File: src/hw/rtl/expected_count_scatter_accumulate_top_defines.svh
// Assertion macros for the expected-count scatter accumulator.
// Used by the top level only; it needs signals named clk and rst_n in scope.
`ifndef EXPECTED_COUNT_SCATTER_ACCUMULATE_TOP_DEFINES_SVH
`define EXPECTED_COUNT_SCATTER_ACCUMULATE_TOP_DEFINES_SVH

// The consequent must hold in the same cycle as the antecedent.
`define ECSA_ASSERT_SAME(name, ante, cons, msg) \
  name: assert property (@(posedge clk) disable iff (!rst_n) (ante) |-> (cons)) \
    else $error(msg);

// The consequent must hold in the cycle after the antecedent.
`define ECSA_ASSERT_NEXT(name, ante, cons, msg) \
  name: assert property (@(posedge clk) disable iff (!rst_n) (ante) |=> (cons)) \
    else $error(msg);

`endif

File: src/hw/rtl/ecsa_pkg.sv
// Shared constants, types and arithmetic helpers of the scatter accumulator.
// No dependencies; the datapath, the top level and both testbench modules import it.
`default_nettype none

package ecsa_pkg;

  localparam int NUM_TAGS   = 4096;
  localparam int TAG_W      = 12;
  localparam int IDX_W      = $clog2(NUM_TAGS);
  localparam int CNT_W      = 24;
  localparam int PFB        = 16;
  localparam int PROB_W     = PFB + 1;
  localparam int Q_W        = PFB;
  localparam int QPROD_W    = 2 * PROB_W;
  localparam int MEAN_W     = CNT_W + PROB_W;
  localparam int VAR_W      = CNT_W + Q_W;
  localparam int SHR        = (PFB >= 16) ? PFB - 16 : 0;
  localparam int SHL        = (PFB < 16) ? 16 - PFB : 0;
  localparam int TERM_W     = MEAN_W + SHL;
  localparam int ACC_W      = 48;
  localparam int ACC_PAIR_W = 2 * ACC_W;

  localparam logic [PROB_W-1:0] PROB_ONE = PROB_W'(1) << PFB;
  localparam logic [ACC_W-1:0]  ACC_MAX  = '1;
  localparam logic [IDX_W-1:0]  LAST_IDX = IDX_W'(NUM_TAGS - 1);

  typedef enum logic [1:0] {
    REQ_LOAD  = 2'd0,
    REQ_EDGE  = 2'd1,
    REQ_CLEAR = 2'd2,
    REQ_READ  = 2'd3
  } ecsa_req_t;

  typedef enum logic [2:0] {
    ST_CLEAR,
    ST_IDLE,
    ST_MUL,
    ST_WB,
    ST_READ
  } ecsa_state_t;

  typedef struct packed {
    logic start;
    logic mul;
  } ecsa_dp_ctl_t;

  // Converts a product in Q.PFB to Q.16, truncating extra fraction bits.
  function automatic logic [TERM_W-1:0] to_q16(input logic [MEAN_W-1:0] x);
    logic [TERM_W-1:0] t;
    t = TERM_W'(x >> SHR);
    return t << SHL;
  endfunction

  // Adds a term to an accumulator and clamps at the largest value.
  function automatic logic [ACC_W-1:0] sat_add(input logic [ACC_W-1:0] acc,
                                               input logic [TERM_W-1:0] term);
    logic [ACC_W:0] s;
    logic           big;
    big = (term > ACC_MAX);
    s   = {1'b0, acc} + (ACC_W + 1)'(term);
    return (big || s[ACC_W]) ? ACC_MAX : s[ACC_W-1:0];
  endfunction

endpackage

`default_nettype wire

File: src/hw/rtl/ecsa_datapath.sv
// Arithmetic of an edge: the p*(1-p) term, the two count products and the
// saturating accumulation. Depends on ecsa_pkg.
`default_nettype none

module ecsa_datapath
  import ecsa_pkg::*;
(
  input  wire logic                  clk,
  input  wire ecsa_dp_ctl_t          ctl,
  input  wire logic [PROB_W-1:0]     in_prob,
  input  wire logic [CNT_W-1:0]      cnt_rd,
  input  wire logic [ACC_PAIR_W-1:0] acc_rd,
  output logic      [ACC_PAIR_W-1:0] acc_new
);

  logic [PROB_W-1:0]  p_clamp;
  logic [PROB_W-1:0]  one_minus;
  logic [QPROD_W-1:0] qprod;
  logic [PROB_W-1:0]  p_r;
  logic [Q_W-1:0]     q_r;
  logic [MEAN_W-1:0]  mean_r;
  logic [VAR_W-1:0]   var_r;

  // Probabilities above one count as one.
  always_comb begin
    p_clamp   = (in_prob > PROB_ONE) ? PROB_ONE : in_prob;
    one_minus = PROB_ONE - p_clamp;
    qprod     = QPROD_W'(one_minus) * QPROD_W'(p_clamp);
  end

  always_ff @(posedge clk) begin
    if (ctl.start) begin
      p_r <= p_clamp;
      q_r <= qprod[PFB +: Q_W];
    end
    if (ctl.mul) begin
      mean_r <= MEAN_W'(cnt_rd) * MEAN_W'(p_r);
      var_r  <= VAR_W'(cnt_rd) * VAR_W'(q_r);
    end
  end

  // Mean sits in the upper half of an accumulator word, variance in the lower.
  assign acc_new = {sat_add(acc_rd[ACC_PAIR_W-1:ACC_W], to_q16(mean_r)),
                    sat_add(acc_rd[ACC_W-1:0], to_q16(MEAN_W'(var_r)))};

endmodule

`default_nettype wire

File: config.mk
export PLATFORM = sky130hd
export DESIGN_NAME = ecsa_datapath
export DESIGN_NICKNAME = d
export VERILOG_FILES = /design/src/hw/rtl/expected_count_scatter_accumulate_top_defines.svh /design/src/hw/rtl/ecsa_pkg.sv /design/src/hw/rtl/ecsa_datapath.sv
export SDC_FILE = /design/constraint.sdc
export NUM_CORES = 2
export LEC_CHECK = 0
export ABC_AREA = 1
export BUFFER_PORTS_ARGS = -buffer_cell sky130_fd_sc_hd__buf_4
export CAP_MARGIN = 0
export CORE_ASPECT_RATIO = 2
export CORE_MARGIN = 2
export CORE_UTILIZATION = 30
export DETAILED_ROUTE_END_ITERATION = 6
export SETUP_SLACK_MARGIN = 0.3
export SLEW_MARGIN = 20
export SYNTH_ARGS = -nofsm -noshare
export SYNTH_HDL_FRONTEND = slang
export SYNTH_SLANG_ARGS = --single-unit
File: constraint.sdc
create_clock -name clk -period 11.6 [get_ports clk]
set_input_delay 3.48 -clock clk [delete_from_list [all_inputs] [get_ports clk]]
set_output_delay 3.48 -clock clk [all_outputs]
set_load 0.02 [all_outputs]
# Word-level counts from Yosys, hierarchy flattened
# Index checks and enable logic that the tools add are counted.
# totals
inputBits,140
register_bits,114
elab_cells,14
output_inout_bits,96
# op_classes
order_cmp,1
add_sub_neg,3
n_mul,3
muxes,3
# ops
cell,n
48-bit 2-to-1 mux,2
48-bit by 40-bit adder with 49-bit output,1
48-bit by 41-bit adder with 49-bit output,1
24-bit by 17-bit multiplier with 41-bit output,1
24-bit by 16-bit multiplier with 40-bit output,1
17-bit by 17-bit multiplier with 32-bit output,1
17-bit greater-than comparator (second input constant),1
17-bit 2-to-1 mux,1
17-bit subtractor (first input constant),1

# Logic depth before layout (Yosys ltp)
# depth
ltp_word,4
depth_mapped,38
depth_no_buf,37

# Worst setup path before layout
# No wires, ideal clock.
# synth_path
kind,in2reg
start,input in_prob[16]
end,register q_r[14] (data pin)
setup_time_ns,0.252
arrival_time_ns,10.271
required_ns,11.348
cell_stages,33
slack_ns,1.077
cell_sequence,buf_2 -> nand2_4 -> nand2_2 -> buf_1 -> ha_1 -> nand3_2 -> nor2_2 -> nand2_1 -> nor3_1 -> ha_1 -> inv_1 -> clkbuf_1 -> nand2_1 -> fa_1 -> fa_1 -> fa_1 -> inv_1 -> fa_1 -> fa_1 -> inv_1 -> fa_1 -> inv_1 -> ha_1 -> a21oi_1 -> inv_1 -> a21oi_1 -> nor3_1 -> a2111oi_0 -> nand2_1 -> nand2_1 -> nand2_1 -> nand2_1 -> nand2_1
# synth_between
elab_chain_cells,4
# synth_lines
element,line_no,rtl
start: declaration,ecsa_datapath.sv:10,"input wire logic [PROB_W-1:0] in_prob,"
17-bit greater-than comparator,ecsa_datapath.sv:26,p_clamp = (in_prob > PROB_ONE) ? PROB_ONE : in_prob;
17-bit 2-to-1 mux *,ecsa_datapath.sv:26,
17-bit subtractor,ecsa_datapath.sv:27,one_minus = PROB_ONE - p_clamp;
17-bit by 17-bit multiplier with 32-bit output *,ecsa_datapath.sv:28,qprod = QPROD_W'(one_minus) * QPROD_W'(p_clamp);
net qprod[30],ecsa_datapath.sv:18,logic [QPROD_W-1:0] qprod;
end signal: assignment,ecsa_datapath.sv:34,q_r <= qprod[PFB +: Q_W];
end: declaration,ecsa_datapath.sv:20,logic [Q_W-1:0] q_r;
# Mark *: on every way through the listed nets, which the timed path passes. The rest lies on a longest branch.
# A chain may end at the register's enable or synchronous reset.

# Worst setup path in the final report
# layout_path
start,input in_prob[4]
end,register q_r[9] (data pin)
# Same word-level chain as after synthesis.

==> reports/results.ini <==
[critical_path]
slowest_delay_ns=0.56
required_ns=11.86
reg2reg_slack_ns=4.66
r2r-start=q_r[4]
timing.rr.end=var_r[30]
end_kind=flop
crit_fanout=9
reg2reg_depth=21
start_kind=primary input
cp_data_arrival_time_ns=10.98
crit_slowest_cell=o21ai_0
path_class=in2reg

[final_layout]
multi_input_area_sq_mm=0.0347
seq_area_sq_mm=0.00342
final_cell_mix=1509 x inv_1, 1401 x nand2_1, 858 x fa_1
layout-drive-gt1-share_pct=7.09
area_growth_pct=10.4
fillers=15800
layout_commonest_cell=inv_1
final_util_pct=33.2
fin_nets=7339

[detailed_routing]
drt.antenna.violating_nets=0
avgViaCountPerCell=4.79
wl_per_cell_microns=18.6
drcViolationCount=0
drt-total-wl_mm=146
drtPass1Iterations=7
vias=37700
initialDrtViolationCount=1958

[sta]
layout_min_cycle_time_ns=10.73
hold_viol=0
final_max_slew_viol_count=0
clock_skew_ns=0.0159
setup_tns_ns=0
rsz0062_at_grt=false
tightest_slew_ns=1.19
period_share_pct=92.5
relSlewSlack_pct=20.6
fmax_mhz=93.2
setup_viol=0

[hold_path]
holdPathEnd=mean_r[0]
hp-class=reg2reg
hold_path_depth=3
min-delay-start=p_r[0]

[cts]
numCtsBuffers=17
cts_sinks=114
hold_buffers=0
postCtsSetupBuffers=0
cts_max_level=4
clk_latency_ns=0.52
clkSlewWorstSetupHoldPaths_ns=0.08
cts_root_buffer=clkbuf_16
cts_tree=built
ctsResizeCount=0
cts_buffer_depth=2

[die]
row_count=200
die_h_microns=549
die_w_microns=277
fp.coreArea_sq_mm=0.148
start_util_pct=30.1
dieArea_sq_mm=0.152
io_pins=236

[synthesis]
syn-instance-count=5780
synth_flop_cell=edfxtp_1
ys_ff_latch=114
synth-seq-area-share_pct=7.67
syn_area_sq_mm=0.0446
ys_types=63
synth_edf_count=114
async_flop_share_pct=0
ys.warnings.count=0
syn-mean-instance-area_sq_um=7.72

[place]
place_congestion=0.986
post-dp-hpwl_mm=123
portBuffers=235

[global_routing]
first_global_vias=41600
grtUsageTotal_pct=19.5
grt_max_degree=58
overflow=0
grt_antenna_before_repair=11
grt_pass1_wl_mm=228

[run]
maxCapViolations=0

[status]
status=complete, no violations

## worst max path at each step
stage | from | endpoint | slack, ns | cells after the start
final | in_prob[4] | q_r[9] | 0.87 | 35
after global placement | in_prob[13] | q_r[9] | 0.41 | 36
after CTS | in_prob[4] | q_r[9] | 0.94 | 35
after floorplan | in_prob[16] | q_r[14] | 1.08 | 33
after global routing | in_prob[13] | q_r[9] | 0.51 | 34
after detailed placement | in_prob[4] | q_r[9] | 0.37 | 35
## registers in the layout (all words and copies together) (netlist names)
| name | count |
|---|---|
| p_r | 17 |
| var_r | 40 |
| q_r | 16 |
| mean_r | 41 |
## area by class of cell
class                   instances  share of cell area, %
multi-input cells            3953                   70.5
inverters                    1523                   11.6
flip-flops and latches        114                   6.95
well taps                    1919                   4.88
repair buffers                314                   4.86
clock buffers                  17                  0.864
clock inverters                15                  0.282
diodes                          4                 0.0203
## Yosys cell counts, drive strengths merged (22+ instances only)
master / number / area, sq um
inv: 1514 / 5690
nand3: 130 / 666
or2: 22 / 138
nor3: 32 / 176
fa: 858 / 17200
xor2: 92 / 813
a21o: 39 / 293
clkbuf: 185 / 694
edfxtp: 114 / 3420
nand4: 22 / 138
nand2: 1414 / 5360
xnor2: 40 / 350
ha: 418 / 5230
a31oi: 54 / 344
nor2: 379 / 1460
o21ai: 131 / 678
a21oi: 208 / 1070
## through the flow
stage	hold slack (ns)	cell area (sq um)	instances	setup WS, ns
5_1_grt	0.950	49200	7856	0.511
6_report	0.884	49200	7859	0.873
3_3_place_gp	0.860	48600	7820	0.410
3_5_place_dp	0.869	48600	7820	0.372
2_1_floorplan	0.590	44700	5793	1.08
4_1_cts	0.878	49200	7852	0.941
## cell families (layout without fill, tap and decap cells)
| kind of cell | after synthesis | count (layout) | synth area share, % |
|---|---|---|---|
| simple gates | 2025 | 2025 | 18.2 |
| buf+inv | 1726 | 1869 | 14.6 |
| fa+ha+maj | 1276 | 1276 | 50.2 |
| compound gates | 504 | 504 | 6.67 |
| xor+xnor | 132 | 132 | 2.61 |
| flops | 114 | 114 | 7.67 |
| other cells | 2 | 19 | 0.0168 |
| mux | 1 | 1 | 0.0224 |
## worst max-delay path: cells and delay by family
kind                     cells  cell delay [ns]
AND/OR/NAND/NOR             15             1.78
adder cells (fa/ha/maj)      9             4.01
XOR/XNOR                     1             0.06
AO/OA/AOI/OAI                3             0.98
buffers and inverters        7             0.66
## layer usage
layer / track usage (%) / part of all wire (%)
met4: 13.8 / 7.7
met1: 18.5 / 33
met3: 2.37 / 3.6
met5: 0 / 0.049
met2: 38.4 / 55
Power is left out: the tool's default activity adds up to more than one toggle a clock period on the data nets, which glitch-free logic cannot reach.
